## config.mk

```make
export PLATFORM = sky130hd
export DESIGN_NAME = gtl_pen_flat
export DESIGN_NICKNAME = d
export VERILOG_FILES = /design/src/rtl/gtl_pkg.sv /design/src/rtl/gtl_out_if.sv /design/src/rtl/gtl_pen.sv /design/src/flat_wrapper.sv
export SDC_FILE = /design/constraint.sdc
export NUM_CORES = 1
export LEC_CHECK = 0
export BUFFER_PORTS_ARGS = -buffer_cell sky130_fd_sc_hd__buf_2
export CAP_MARGIN = 20
export CORE_MARGIN = 2
export CORE_UTILIZATION = 50
export CTS_BUF_LIST = sky130_fd_sc_hd__clkbuf_4 sky130_fd_sc_hd__clkbuf_8 sky130_fd_sc_hd__clkbuf_16
export CTS_CLUSTER_DIAMETER = 80
export DETAILED_ROUTE_END_ITERATION = 10
export HOLD_SLACK_MARGIN = 0.12
export PLACE_DENSITY = 0.86
export SLEW_MARGIN = 20
export SYNTH_ARGS = -nofsm -noshare
export SYNTH_HDL_FRONTEND = slang
export SYNTH_SLANG_ARGS = --single-unit
```

## constraint.sdc

```tcl
create_clock -name clk -period 5.4 [get_ports clk]
set_input_delay 0.27 -clock clk [delete_from_list [all_inputs] [get_ports clk]]
set_output_delay 0.27 -clock clk [all_outputs]
set_load 0.01 [all_outputs]
```

## src/rtl/gtl_pkg.sv

```systemverilog
// Shared types, widths, codes and fixed-point helpers for the glyph text layout block.
// No dependencies.
package gtl_pkg;

    localparam int CODE_W    = 8;
    localparam int AXY_W     = 12;
    localparam int GSZ_W     = 8;
    localparam int OFF_W     = 8;
    localparam int ADV_W     = 9;
    localparam int POS_W     = 16;
    localparam int SCALE_W   = 12;
    localparam int LH_W      = 8;
    localparam int DSZ_W     = 12;
    localparam int SOFF_W    = 13;
    localparam int SUM_W     = 18;
    localparam int PLACE_W   = 2 * AXY_W;
    localparam int METRICS_W = 2 * GSZ_W + 2 * OFF_W + ADV_W;

    localparam int CFG_IDX_W  = 1;
    localparam int CFG_DATA_W = 12;

    localparam logic [1:0] CMD_LOAD   = 2'd0;
    localparam logic [1:0] CMD_ORIGIN = 2'd1;
    localparam logic [1:0] CMD_CHAR   = 2'd2;

    localparam logic [CFG_IDX_W-1:0] REG_LINE_HEIGHT = 1'd0;
    localparam logic [CFG_IDX_W-1:0] REG_SCALE_Q8    = 1'd1;

    localparam logic [CODE_W-1:0]  NEWLINE_CODE     = 8'd10;
    localparam logic [GSZ_W-1:0]   FALLBACK_ADVANCE = 8'd8;
    localparam int                 FALLBACK_DIVISOR = 2;
    localparam logic [SCALE_W-1:0] SCALE_RESET      = 12'd256;

    typedef struct packed {
        logic [1:0]              command;
        logic                    newline;
        logic [POS_W-1:0]        origin_x;
        logic [POS_W-1:0]        origin_y;
        logic                    draw;
        logic [AXY_W-1:0]        src_x;
        logic [AXY_W-1:0]        src_y;
        logic [GSZ_W-1:0]        src_w;
        logic [GSZ_W-1:0]        src_h;
        logic [DSZ_W-1:0]        dst_w;
        logic [DSZ_W-1:0]        dst_h;
        logic signed [SOFF_W-1:0] off_x;
        logic signed [SOFF_W-1:0] off_y;
        logic [DSZ_W-1:0]        step;
        logic [DSZ_W-1:0]        line_step;
    } stage_t;

    // Unsigned magnitude times Q4.8 scale, truncated.
    function automatic logic [DSZ_W-1:0] scale_mag(input logic [GSZ_W-1:0] mag,
                                                  input logic [SCALE_W-1:0] scale);
        logic [GSZ_W+SCALE_W-1:0] prod;
        prod = (GSZ_W+SCALE_W)'(mag) * (GSZ_W+SCALE_W)'(scale);
        return prod[GSZ_W+SCALE_W-1:8];
    endfunction

    // Signed value times scale, truncated toward zero.
    function automatic logic signed [SOFF_W-1:0] scale_signed(input logic [OFF_W-1:0] v,
                                                             input logic [SCALE_W-1:0] scale);
        logic [OFF_W-1:0] mag;
        logic [DSZ_W-1:0] s;
        mag = v[OFF_W-1] ? OFF_W'(-v) : v;
        s   = scale_mag(mag, scale);
        return v[OFF_W-1] ? -signed'({1'b0, s}) : signed'({1'b0, s});
    endfunction

    function automatic logic [POS_W-1:0] sat16(input logic signed [SUM_W-1:0] v);
        if (v > 18'sd32767)
            return 16'h7FFF;
        else if (v < -18'sd32768)
            return 16'h8000;
        else
            return v[POS_W-1:0];
    endfunction

endpackage

```

## src/rtl/gtl_out_if.sv

```systemverilog
// Result word channel of the glyph text layout block: valid, ready and result fields.
// Depends on gtl_pkg.
interface gtl_out_if
    import gtl_pkg::*;
();
    logic                valid;
    logic                ready;
    logic                draw_valid;
    logic [AXY_W-1:0]    src_x;
    logic [AXY_W-1:0]    src_y;
    logic [GSZ_W-1:0]    src_w;
    logic [GSZ_W-1:0]    src_h;
    logic signed [POS_W-1:0] dst_x;
    logic signed [POS_W-1:0] dst_y;
    logic [DSZ_W-1:0]    dst_w;
    logic [DSZ_W-1:0]    dst_h;
    logic signed [POS_W-1:0] pen_after;
    logic [POS_W-1:0]    widest_line;

    modport source (output valid, draw_valid, src_x, src_y, src_w, src_h, dst_x, dst_y,
                    dst_w, dst_h, pen_after, widest_line, input ready);
    modport sink (input valid, draw_valid, src_x, src_y, src_w, src_h, dst_x, dst_y,
                  dst_w, dst_h, pen_after, widest_line, output ready);
endinterface

```

## src/rtl/gtl_pen.sv

```systemverilog
// Pen and line-width state with the result register of the glyph text layout block.
// Depends on gtl_pkg and gtl_out_if.
module gtl_pen
    import gtl_pkg::*;
(
    input  logic   clk,
    input  logic   rst_n,
    input  logic   stage_valid,
    input  stage_t stage,
    output logic   stage_ready,
    gtl_out_if.source results
);

    logic [POS_W-1:0] pen_x_reg, pen_x_next;
    logic [POS_W-1:0] pen_y_reg, pen_y_next;
    logic [POS_W-1:0] start_x_reg, start_x_next;
    logic [POS_W-1:0] line_width_reg, line_width_next;
    logic [POS_W-1:0] max_width_reg, max_width_next;
    logic             out_valid_reg, out_valid_next;

    logic             draw_reg;
    logic [AXY_W-1:0] src_x_reg, src_y_reg;
    logic [GSZ_W-1:0] src_w_reg, src_h_reg;
    logic [POS_W-1:0] dst_x_reg, dst_y_reg;
    logic [DSZ_W-1:0] dst_w_reg, dst_h_reg;
    logic [POS_W-1:0] pen_after_reg;
    logic [POS_W-1:0] widest_reg;

    logic             take;
    logic             draw_now;
    logic [POS_W-1:0] dst_x_sat, dst_y_sat, pen_step_sat, pen_line_sat;
    logic [POS_W:0]   lw_sum;
    logic [POS_W-1:0] lw_sat;
    logic [POS_W-1:0] widest_next;

    assign stage_ready = !out_valid_reg || results.ready;
    assign take        = stage_valid && stage_ready;

    always_comb
    begin
        dst_x_sat    = sat16(SUM_W'(signed'(pen_x_reg)) + SUM_W'(stage.off_x));
        dst_y_sat    = sat16(SUM_W'(signed'(pen_y_reg)) + SUM_W'(stage.off_y));
        pen_step_sat = sat16(SUM_W'(signed'(pen_x_reg)) + SUM_W'(stage.step));
        pen_line_sat = sat16(SUM_W'(signed'(pen_y_reg)) + SUM_W'(stage.line_step));
        lw_sum       = (POS_W+1)'(line_width_reg) + (POS_W+1)'(stage.step);
        lw_sat       = lw_sum[POS_W] ? '1 : lw_sum[POS_W-1:0];

        pen_x_next      = pen_x_reg;
        pen_y_next      = pen_y_reg;
        start_x_next    = start_x_reg;
        line_width_next = line_width_reg;
        max_width_next  = max_width_reg;
        draw_now        = 1'b0;

        case (stage.command)
            CMD_ORIGIN:
            begin
                pen_x_next      = stage.origin_x;
                pen_y_next      = stage.origin_y;
                start_x_next    = stage.origin_x;
                line_width_next = '0;
                max_width_next  = '0;
            end
            CMD_CHAR:
            begin
                if (stage.newline)
                begin
                    // Close the line: fold its width in and drop to the next row.
                    max_width_next  = (line_width_reg > max_width_reg) ? line_width_reg
                                                                       : max_width_reg;
                    line_width_next = '0;
                    pen_x_next      = start_x_reg;
                    pen_y_next      = pen_line_sat;
                end
                else
                begin
                    draw_now        = stage.draw;
                    pen_x_next      = pen_step_sat;
                    line_width_next = lw_sat;
                end
            end
            default:
            begin
            end
        endcase

        widest_next = (line_width_next > max_width_next) ? line_width_next : max_width_next;

        if (take)
            out_valid_next = 1'b1;
        else if (results.ready)
            out_valid_next = 1'b0;
        else
            out_valid_next = out_valid_reg;
    end

    always_ff @(posedge clk or negedge rst_n)
    begin
        if (!rst_n)
        begin
            pen_x_reg      <= '0;
            pen_y_reg      <= '0;
            start_x_reg    <= '0;
            line_width_reg <= '0;
            max_width_reg  <= '0;
            out_valid_reg  <= 1'b0;
        end
        else
        begin
            out_valid_reg <= out_valid_next;
            if (take)
            begin
                pen_x_reg      <= pen_x_next;
                pen_y_reg      <= pen_y_next;
                start_x_reg    <= start_x_next;
                line_width_reg <= line_width_next;
                max_width_reg  <= max_width_next;
            end
        end
    end

    // Zero the rectangle fields of a word that draws nothing.
    always_ff @(posedge clk)
    begin
        if (take)
        begin
            draw_reg      <= draw_now;
            src_x_reg     <= draw_now ? stage.src_x : '0;
            src_y_reg     <= draw_now ? stage.src_y : '0;
            src_w_reg     <= draw_now ? stage.src_w : '0;
            src_h_reg     <= draw_now ? stage.src_h : '0;
            dst_x_reg     <= draw_now ? dst_x_sat : '0;
            dst_y_reg     <= draw_now ? dst_y_sat : '0;
            dst_w_reg     <= draw_now ? stage.dst_w : '0;
            dst_h_reg     <= draw_now ? stage.dst_h : '0;
            pen_after_reg <= pen_x_next;
            widest_reg    <= widest_next;
        end
    end

    assign results.valid       = out_valid_reg;
    assign results.draw_valid  = draw_reg;
    assign results.src_x       = src_x_reg;
    assign results.src_y       = src_y_reg;
    assign results.src_w       = src_w_reg;
    assign results.src_h       = src_h_reg;
    assign results.dst_x       = dst_x_reg;
    assign results.dst_y       = dst_y_reg;
    assign results.dst_w       = dst_w_reg;
    assign results.dst_h       = dst_h_reg;
    assign results.pen_after   = pen_after_reg;
    assign results.widest_line = widest_reg;

endmodule

```

## src/flat_wrapper.sv

```systemverilog
// flat-port wrapper written by rule: the top's interface ports become plain ports
module gtl_pen_flat import gtl_pkg::*;
  (clk, rst_n, stage_valid, stage, stage_ready, results_valid, results_draw_valid, results_src_x, results_src_y, results_src_w, results_src_h, results_dst_x, results_dst_y, results_dst_w, results_dst_h, results_pen_after, results_widest_line, results_ready);
  gtl_out_if results_i ();
  input  logic clk;
  input  logic rst_n;
  input  logic stage_valid;
  input  stage_t stage;
  output logic stage_ready;
  output wire logic [$bits(results_i.valid)-1:0] results_valid;
  output wire logic [$bits(results_i.draw_valid)-1:0] results_draw_valid;
  output wire logic [$bits(results_i.src_x)-1:0] results_src_x;
  output wire logic [$bits(results_i.src_y)-1:0] results_src_y;
  output wire logic [$bits(results_i.src_w)-1:0] results_src_w;
  output wire logic [$bits(results_i.src_h)-1:0] results_src_h;
  output wire logic [$bits(results_i.dst_x)-1:0] results_dst_x;
  output wire logic [$bits(results_i.dst_y)-1:0] results_dst_y;
  output wire logic [$bits(results_i.dst_w)-1:0] results_dst_w;
  output wire logic [$bits(results_i.dst_h)-1:0] results_dst_h;
  output wire logic [$bits(results_i.pen_after)-1:0] results_pen_after;
  output wire logic [$bits(results_i.widest_line)-1:0] results_widest_line;
  input wire logic [$bits(results_i.ready)-1:0] results_ready;
  assign results_valid = results_i.valid;
  assign results_draw_valid = results_i.draw_valid;
  assign results_src_x = results_i.src_x;
  assign results_src_y = results_i.src_y;
  assign results_src_w = results_i.src_w;
  assign results_src_h = results_i.src_h;
  assign results_dst_x = results_i.dst_x;
  assign results_dst_y = results_i.dst_y;
  assign results_dst_w = results_i.dst_w;
  assign results_dst_h = results_i.dst_h;
  assign results_pen_after = results_i.pen_after;
  assign results_widest_line = results_i.widest_line;
  assign results_i.ready = results_ready;
  gtl_pen u_core (.clk(clk), .rst_n(rst_n), .stage_valid(stage_valid), .stage(stage), .stage_ready(stage_ready), .results(results_i));
endmodule
```

==> impl_metrics.csv, run 1 <==
group,metric,value,unit
pwr,p_comb_frac,0.337,
floorplanning,fp.dieH,166.5,um
timing,slew_viol_final,0,
critical_path,ff2ff_path_depth,16,
floorplanning,die_x,166.5,um
yosys,synth_cell_types,86,
pwr,vdd_drop_max,0.2830,mV
yosys,synth_common_cells,"edfxtp_1 (129), ha_1 (102), a21oi_1 (93), o21ai_0 (93), nand2_1 (83)",
critical_path,cp-start-kind,"flip-flop",
clocking,clkSinkCount,210,
timing,period_needed,4784,ps
timing,fin_hold_ws,158.9,ps
timing,hold_viol,0,
timing,min_period_over_period,0.8859,
global_route,grt_usage,0.2863,
cells_and_area,drive_above_1_share,0.2426,
clocking,clk_latency,540,ps
floorplanning,core-area,25980,um^2
clocking,cts_max_level,1,
route,wl_met2,21050,um
floorplanning,io_pins,285,
yosys,post-synth-top-area-fraction,0.2934,
route,drc,0,
critical_path,r2r_start,"u_core.line_width_reg[0]",
clocking,tritoncts,"built",
floorplanning,dieArea,27720,um^2
clocking,path_clk_slew,60,ps
min_path,hold_path.class,"primary input to flip-flop",
global_route,grt_pass1_wl,63670,um
yosys,ys_ff_latch,210,
placed_design,hpwl,29630,um
timing,fin_ws,616.4,ps
route,vias,12170,
placed_design,place.gp.congestion,0.9612,
floorplanning,num_rows,59,
yosys,ys_seq_area_frac,0.4470,
timing,setup_violations,0,
clocking,cts-root-buf,"clkbuf_16",
route,top_layer,"met5",
timing,finClkSkew,17.60,ps
route,wl_met1,15950,um
timing,max_clock_freq,209.0,MHz
critical_path,r2r_setup_slack,620,ps
yosys,syn_area,13200,um^2
route,wl_per_cell,20.85,um
yosys,syn-mean-instance-area,10.36,um^2
critical_path,reg2reg_to,"u_core.results.widest_line[10]",
yosys,yosys_warnings,0,
yosys,synth_edf_count,129,
global_route,grt_overflow,0,
min_path,whs_endpoint,"u_core.pen_y_reg[4]",
placed_design,post-place-ws,688.4,ps
cells_and_area,area_growth_syn_to_layout,26.82,%
min_path,worstHoldStart,"stage[119]",
yosys,yosysTopAreaCell,"edfxtp_1",
route,antenna_left,0,
critical_path,crit_type,"flip-flop to flip-flop",
pwr,p_int,3.747,mW
route,routed_via_density,6.083,
route,drtPass1Iterations,5,
critical_path,crit_required,5680,ps
global_route,antenna_found_initial,4,
floorplanning,initial_core_util,0.5080,
yosys,synth.area.top_cells,"edfxtp_1 (29%), dfrtp_1 (15%), ha_1 (9.7%), and3_1 (3.6%), a21oi_1 (3.5%)",
timing,rsz0062_at_grt,"false",
critical_path,worst-path-max-fanout,12,
pwr,clockPowerShare,0.303,
yosys,async_flop_share,0.3857,
yosys,syn_inst,1274,
yosys,synth_nets,1535,
min_path,whs_path_depth,3,
global_route,grt_pass1_vias,11700,
clocking,cts_buffer_depth,3,
clocking,numCtsBuffers,25,
pwr,seq_power_share,0.361,
pwr,powerDensity,339.2,nW/um^2
run_status,status,"complete, no violations",
timing,worst_slew_pin_slew,1102,ps
critical_path,cp.arrival,5070,ps
route,wl_met3,3158,um
pwr,p_sw_frac,0.3402,
clocking,cts.repair.resized,0,
route,drtIter0Drc,1264,
timing,slew_headroom,0.2654,
cells_and_area,nets,1903,
route,wirelength,41700,um
global_route,grt_max_degree,79,
pwr,power.leakage,7.680,nW
pwr,p_sw,1.932,mW
timing,fin_setup_tns,0,ps
critical_path,end_kind,"flip-flop",
yosys,synth_ff_type,"edfxtp_1",
yosys,yosysMostFrequentCell,"edfxtp_1",
run,cap_violations,0,
placed_design,port_buffers,284,
-- power by group through the flow --
| stage | Clock (mW) | Combinational, mW | Sequential (mW) |
|---|---|---|---|
| floorplan | 0 | 1.31 | 2.05 |
| finish | 1.72 | 1.91 | 2.05 |
| global route | 1.79 | 2.10 | 2.06 |
| detailed placement | 0 | 1.81 | 2.07 |
| global placement | 0 | 1.75 | 2.06 |
| CTS | 1.73 | 1.88 | 2.04 |
-- worst max-delay path by stage --
stage                                   start  cells after the start                             end  slack, ps
CTS                  u_core.line_width_reg[0]                     17  u_core.results.widest_line[15]        660
detailed placement   u_core.line_width_reg[0]                     16  u_core.results.widest_line[10]        690
global route        u_core.line_width_reg[13]                     14   u_core.results.widest_line[4]        370
finish               u_core.line_width_reg[0]                     16  u_core.results.widest_line[10]        620
global placement     u_core.line_width_reg[0]                     17  u_core.results.widest_line[15]        820
floorplan                u_core.results.valid                      8            u_core.pen_y_reg[11]         70
-- final cells by class --
cell class	count	area [um^2]
fill	2011	9243
sequential	210	5901
inverter	69	264.0
clock inverter	11	107.6
clock buffer	35	730.7
tap	335	419.2
timing repair buffer	394	2492
multi-input combinational	942	6818
antenna	4	10.01
-- timing repair --
| item | 4_1_cts | 5_1_grt |
|---|---|---|
| setup buffers | 0 | 0 |
| hold buffers | 97 | 0 |
| endpoints found under the setup margin | 0 | 0 |
| hold endpoints to repair | 130 | 0 |
-- worst max-delay path, cell delays in order, from the launching register on --
cell	delay [ps]
dfrtp_1	410
ha_1	230
fa_1	440
a211oi_2	290
o211ai_2	160
a31oi_4	290
a211oi_2	160
and2_1	370
a211oi_2	320
inv_2	60
ha_1	300
nand4_1	140
nor3_1	350
o311ai_0	230
a21oi_2	180
buf_4	240
mux2_2	370
-- cells in the final DEF, fill, tap and decap left out, drive strengths merged, types with 10 or more instances in the layout --
master	count
o21bai	14
a21o	23
a21boi	14
xor2	17
o21ai	101
mux2i	13
inv	70
dlygate4sd3	97
and3	75
a22oi	27
o31ai	23
mux2	24
nand3	23
nor2	63
buf	297
a221oi	10
dfrtp	81
a31oi	10
a211oi	15
nor3	28
xnor2	33
edfxtp	129
a21oi	95
a22o	18
ha	102
clkbuf	35
nand2	83
-- per-stage QoR --
stage	std cells	area, um^2	utilization	total power [mW]
detailed placement	1853	14920	0.5743	3.877
finish	2000	16740	0.6443	5.679
global route	1999	16740	0.6442	5.948
floorplan	1274	13210	-	3.361
global placement	1853	14920	0.5743	3.815
CTS	1996	16730	0.6439	5.651
-- logic make-up (layout without fill, tap and decap cells) --
logic type	count (synthesis)	in the layout	synth area share
buf+inv	122	509	0.03734
flops	210	210	0.4470
fa+ha+maj	107	107	0.1043
simple gates	321	321	0.1240
other cells	0	4	0
xor+xnor	50	50	0.03317
mux	37	37	0.03033
compound gates	427	427	0.2240
-- routing by layer --
metal  vias to the layer above  track usage
li1                       5594            -
met1                      5821       0.3543
met2                       638       0.5101
met3                       111      0.04183
met4                         2       0.1027
met5                         -            0
Note: power is estimated with default switching activity, not from simulation.
==> run 2, diff against run 1 <==
- ABC_AREA: not set -> 1
- CORE_UTILIZATION: 50 -> 51
- PLACE_DENSITY: 0.86 -> 0.87
==> run 2 against run 1 <==
Non-clock buffer count decreased by 6. Power increased by 21%. Synthesized area grew 6.9%. Critical endpoint is now u_core.results.widest_line[8].
==> impl_metrics.csv, run 2 <==
group,metric,value,unit
run_status,status,"complete, no violations",
yosys,yosys_warnings,0,
run,cap_violations,0,
cells_and_area,final_cell_mix,"nand2_1 (603), buf_2 (283), inv_1 (213)",
critical_path,ff2ff_path_depth,25,
timing,rsz0062_at_grt,"false",
global_route,antenna_found_initial,9,
timing,fin_setup_tns,0,ps
critical_path,startpoint,"u_core.line_width_reg[1]",
placed_design,hpwl,31300,um
yosys,syn_inst,1851,
timing,fin_hold_ws,161.5,ps
min_path,whs_path_depth,5,
route,antenna_left,0,
pwr,vdd_drop_max,0.7477,mV
placed_design,port_buffers,284,
critical_path,end_kind,"flip-flop",
pwr,powerDensity,391.7,nW/um^2
global_route,grt_usage,0.3141,
clocking,clkSinkCount,210,
yosys,syn_area,14110,um^2
floorplanning,num_rows,60,
global_route,grt_pass1_wl,71330,um
route,vias,14150,
yosys,synth_ff_type,"edfxtp_1",
global_route,grt_overflow,0,
route,wirelength,46400,um
timing,finClkSkew,30.61,ps
placed_design,post-place-ws,683.4,ps
yosys,synth_nets,2112,
timing,period_needed,4808,ps
floorplanning,io_pins,285,
clocking,cts-root-buf,"clkbuf_16",
min_path,worstHoldStart,"stage[128]",
floorplanning,core-area,27030,um^2
route,wl_met1,18170,um
yosys,yosysMostFrequentCell,"nand2_1",
route,wl_met3,4327,um
timing,fin_ws,591.9,ps
yosys,syn-mean-instance-area,7.623,um^2
cells_and_area,fillers,2192,
yosys,synth_cell_types,43,
critical_path,reg2reg_to,"u_core.results.widest_line[8]",
clocking,cts_max_level,1,
critical_path,crit_required,5680,ps
route,routed_via_density,5.483,
route,drc,0,
floorplanning,initial_core_util,0.5221,
timing,worst_slew_pin_slew,1036,ps
cells_and_area,seq_area,5901,um^2
cells_and_area,utilization,0.6502,
global_route,grt_pass1_vias,13600,
route,wl_met2,21350,um
global_route,grt_max_degree,129,
route,drtPass1Iterations,7,
timing,hold_viol,0,
yosys,post-synth-top-area-fraction,0.2745,
cells_and_area,area_growth_syn_to_layout,24.55,%
clocking,numCtsBuffers,24,
floorplanning,fp.dieH,170.3,um
clocking,cts_buffer_depth,3,
yosys,yosysTopAreaCell,"edfxtp_1",
floorplanning,dieArea,29010,um^2
yosys,synth_edf_count,129,
timing,slew_viol_final,0,
critical_path,r2r_start,"u_core.line_width_reg[1]",
timing,setup_violations,0,
pwr,power.leakage,9.299,nW
clocking,cts_setup_buffers,0,
route,drtIter0Drc,1410,
yosys,synth_common_cells,"nand2_1 (605), inv_1 (215), nor2_1 (206), nand3_1 (144), edfxtp_1 (129)",
yosys,ys_ff_latch,210,
clocking,tritoncts,"built",
yosys,ys_seq_area_frac,0.4182,
clocking,path_clk_slew,60,ps
critical_path,worst-path-max-fanout,17,
clocking,clk_latency,530,ps
floorplanning,die_x,170.3,um
yosys,async_flop_share,0.3857,
critical_path,crit_type,"flip-flop to flip-flop",
critical_path,cp-start-kind,"flip-flop",
placed_design,place.gp.congestion,0.9303,
cells_and_area,layout_commonest_cell,"nand2_1",
critical_path,cp.arrival,5090,ps
cells_and_area,multiInputGateArea,7168,um^2
min_path,hold_path.class,"primary input to flip-flop",
route,top_layer,"met5",
min_path,whs_endpoint,"u_core.pen_y_reg[13]",
timing,max_clock_freq,208.0,MHz
yosys,synth.area.top_cells,"edfxtp_1 (27%), nand2_1 (16%), dfrtp_1 (14%), ha_1 (9.0%), inv_1 (5.7%)",
route,wl_per_cell,17.98,um
cells_and_area,nets,2476,
timing,slew_headroom,0.3095,
timing,min_period_over_period,0.8904,
cells_and_area,drive_above_1_share,0.1743,
critical_path,r2r_setup_slack,590,ps
==> run 2: cell families (layout without fill, tap and decap cells) <==
logic type,after synthesis,in the layout,share of synthesized area
other,0,8,0
XOR/XNOR,43,43,0.02669
multiplexers,16,16,0.01277
buffers and inverters,270,651,0.07413
AND/OR/NAND/NOR,1004,1004,0.2893
flip-flops,210,210,0.4182
AO/OA/AOI/OAI,201,201,0.08140
adder cells (fa/ha/maj),107,107,0.09754
==> run 2: through the flow <==
stage / area [um^2] / cells / total power [mW]
5_1_grt: 17570 / 2579 / 7.363
4_1_cts: 17550 / 2573 / 6.761
3_3_place_gp: 15820 / 2435 / 4.955
6_report: 17570 / 2581 / 6.884
3_5_place_dp: 15820 / 2435 / 5.049
2_1_floorplan: 14110 / 1851 / 4.309
==> run 2: cell type report <==
| type | instances | share of cell area |
|---|---|---|
| flip-flops and latches | 210 | 0.3358 |
| diodes | 8 | 0.001139 |
| clock buffers | 29 | 0.03731 |
| clock inverters | 14 | 0.007120 |
| inverters | 220 | 0.04749 |
| well taps | 341 | 0.02428 |
| multi-input cells | 1371 | 0.4079 |
| repair buffers | 388 | 0.1390 |
==> run 2: per-layer routing <==
layer | global-route usage | up-vias
met1 | 0.3782 | 6468
li1 | - | 6739
met5 | 0 | -
met4 | 0.1698 | 2
met2 | 0.5156 | 746
met3 | 0.08186 | 197
==> run 2: worst max path at each step <==
stage	end	slack, ps
2_1_floorplan	u_core.results.widest_line[11]	1930
3_3_place_gp	u_core.results.widest_line[11]	900
3_5_place_dp	u_core.results.widest_line[14]	680
4_1_cts	u_core.results.widest_line[9]	680
5_1_grt	u_core.results.widest_line[3]	30
6_report	u_core.results.widest_line[8]	590
==> run 2: critical path: stages (launching register included) <==
cell and delay (ps):
dfrtp_1 450, ha_1 330, a21oi_1 70, o21ai_0 220
nand2_1 90, nand3_1 80, nand2_1 50, nand2_1 390
nand2_2 330, nand2_1 130, nand3_1 70, nand2_1 100
inv_1 60, ha_1 280, inv_1 70, nor2_1 40
nor2_1 90, o21ai_0 140, nand2_1 100, o211ai_1 100
nand2_1 70, nand2_1 50, nand2_1 490, clkinvlp_4 480
nand2_1 180, nand2_1 80
==> run 2: power breakdown <==
part | switching, mW | internal, mW
Sequential | 0.209 | 1.98
Clock | 0.708 | 0.960
Combinational | 2.01 | 1.02
==> run 2: timing repair <==
| action | CTS | global route |
|---|---|---|
| resized for setup | 0 | 2 |
| hold endpoints to repair | 121 | 0 |
| setup endpoints to repair | 0 | 5 |
| hold buffers | 95 | 0 |
==> run 3, diff against run 2 <==
- RECOVER_POWER: not set -> 100
==> run 3 against run 2 <==
Flip-flop and latch count did not move. Core utilization fell by 0.74 points. Die area did not move. First-iteration DRC count fell by 8.0%. Highest routed layer is now met4. The run now ends with capacitance limit, slew limit left. Maximum frequency fell by 2.5%.
==> impl_metrics.csv, run 3 (same netlist as run 2, synthesis figures left out) <==
group,metric,value,unit
run_status,status,"complete, but fails checks",
run_status,violations,"capacitance limit, slew limit",
critical_path,slowest_stage,"clkbuf_1",
timing,fin_setup_tns,0,ps
critical_path,r2r_start,"u_core.line_width_reg[1]",
timing,slew_headroom,-0.9565,
timing,setup_violations,0,
min_path,whs_path_depth,5,
clocking,clkSinkCount,210,
run,cap_violations,4,
route,wirelength,46520,um
pwr,power.leakage,8.863,nW
cells_and_area,multiInputGateArea,7153,um^2
timing,finClkSkew,33.69,ps
timing,fin_ws,467.6,ps
critical_path,cpMostUsedCell,"clkbuf_1",
critical_path,crit_chain,"clkbuf_1, inv_1, ha_1, clkbuf_1, clkinv_1, clkbuf_1, nor2_1, nand2_2, clkbuf_1, nor2_1",
route,drtPass1Iterations,10,
clocking,numCtsBuffers,24,
timing,hold_viol,0,
critical_path,r2r_setup_slack,610,ps
floorplanning,num_rows,60,
clocking,clk_latency,540,ps
critical_path,worst-path-max-fanout,66,
cells_and_area,drive_above_1_share,0.1116,
placed_design,hpwl,31300,um
timing,rsz0062_at_grt,"false",
clocking,path_clk_slew,60,ps
min_path,worstHoldStart,"stage[128]",
route,vias,14160,
timing,slew_viol_final,232,
cells_and_area,utilization,0.6429,
route,drc,0,
floorplanning,initial_core_util,0.5221,
critical_path,ff2ff_path_depth,25,
min_path,whs_endpoint,"u_core.pen_y_reg[13]",
clocking,cts-root-buf,"clkbuf_16",
timing,min_period_over_period,0.9134,
clocking,tritoncts,"built",
cells_and_area,stdcell_count,2583,
floorplanning,io_pins,285,
route,antenna_left,0,
global_route,grt_overflow,0,
timing,period_needed,4932,ps
placed_design,post-place-ws,683.4,ps
cells_and_area,seq_area,5901,um^2
pwr,powerDensity,395.1,nW/um^2
floorplanning,dieArea,29010,um^2
route,routed_via_density,5.481,
global_route,grt_usage,0.3141,
cells_and_area,nets,2476,
critical_path,reg2reg_to,"u_core.results.widest_line[8]",
floorplanning,die_x,170.3,um
pwr,vdd_drop_max,0.7409,mV
floorplanning,fp.dieH,170.3,um
critical_path,end_kind,"flip-flop",
min_path,hold_path.class,"primary input to flip-flop",
floorplanning,core-area,27030,um^2
clocking,cts_max_level,1,
route,wl_per_cell,18.01,um
route,drtIter0Drc,1297,
global_route,grt_pass1_wl,71330,um
critical_path,crit_required,5470,ps
cells_and_area,layout_commonest_cell,"nand2_1",
timing,max_clock_freq,202.7,MHz
clocking,cts_buffer_depth,3,
cells_and_area,fillers,2298,
global_route,antenna_found_initial,9,
critical_path,cp-start-kind,"primary input",
global_route,grt_pass1_vias,13600,
critical_path,slowest_delay,2070,ps
global_route,grt_max_degree,129,
placed_design,place.gp.congestion,0.9303,
cells_and_area,area_growth_syn_to_layout,23.14,%
placed_design,placed_cells,2435,
critical_path,crit_type,"primary input to flip-flop",
critical_path,startpoint,"stage[148]",
cells_and_area,final_cell_mix,"nand2_1 (604), inv_1 (213), nor2_1 (207)",
timing,worst_slew_pin_slew,2935,ps
placed_design,port_buffers,284,
critical_path,cp.arrival,5000,ps
-- run 3: cell types whose count changed in the layout (fill, tap and decap cells not counted), sizes merged --
cell    previous run  this run
buf              293       154
clkbuf            29       168
diode              8        10
-- run 3: area by class of cell --
type | count | share of cell area
tap | 341 | 0.02456
clock inverter | 14 | 0.007201
timing repair buffer | 388 | 0.1297
multi-input combinational | 1371 | 0.4117
inverter | 220 | 0.04803
clock buffer | 29 | 0.03774
antenna | 10 | 0.001440
sequential | 210 | 0.3396
-- run 3: metrics by stage --
step	hold WS (ps)	area (um^2)	power, mW
3_5_place_dp	187.1	15820	5.049
4_1_cts	125.0	17550	6.761
6_report	163.9	17370	6.864
3_3_place_gp	187.5	15820	4.955
5_1_grt	179.1	17360	7.339
2_1_floorplan	-25.59	14110	4.309
-- run 3: timing repair --
| item | CTS | global route |
|---|---|---|
| gates resized for setup | 0 | 2 |
| buffers inserted | 0 | 0 |
| endpoints found under the setup margin | 0 | 5 |
| hold buffers | 95 | 0 |
| hold endpoints to repair | 121 | 0 |
-- run 3: worst max-delay path by stage --
stage,endpoint
after floorplan,u_core.results.widest_line[11]
after global placement,u_core.results.widest_line[11]
after detailed placement,u_core.results.widest_line[14]
after CTS,u_core.results.widest_line[9]
after global routing,u_core.results.widest_line[3]
final,u_core.results.dst_h[9]
-- run 3: report_power, final --
| group | switching [mW] | leakage, nW | total [mW] | internal, mW |
|---|---|---|---|---|
| Clock | 0.713 | 0.381 | 1.67 | 0.960 |
| Sequential | 0.211 | 2.33 | 2.19 | 1.98 |
| Combinational | 2.01 | 6.16 | 3.00 | 0.995 |
| Total | 2.93 | 8.86 | 6.86 | 3.93 |
-- run 3: worst max-delay path, delay by kind of cell --
kind	cells	cell delay, ps
fa+ha+maj	1	180
buf+inv	6	3600
simple gates	3	900
-- run 3: routing by layer --
layer	vias to the layer above	share of wire	wire, um	GRT usage
li1	6740	-	-	-
met1	6473	0.39	18170	0.3782
met2	737	0.46	21450	0.5156
met3	207	0.094	4364	0.08186
met4	0	0.054	2534	0.1698
met5	-	0	0	0
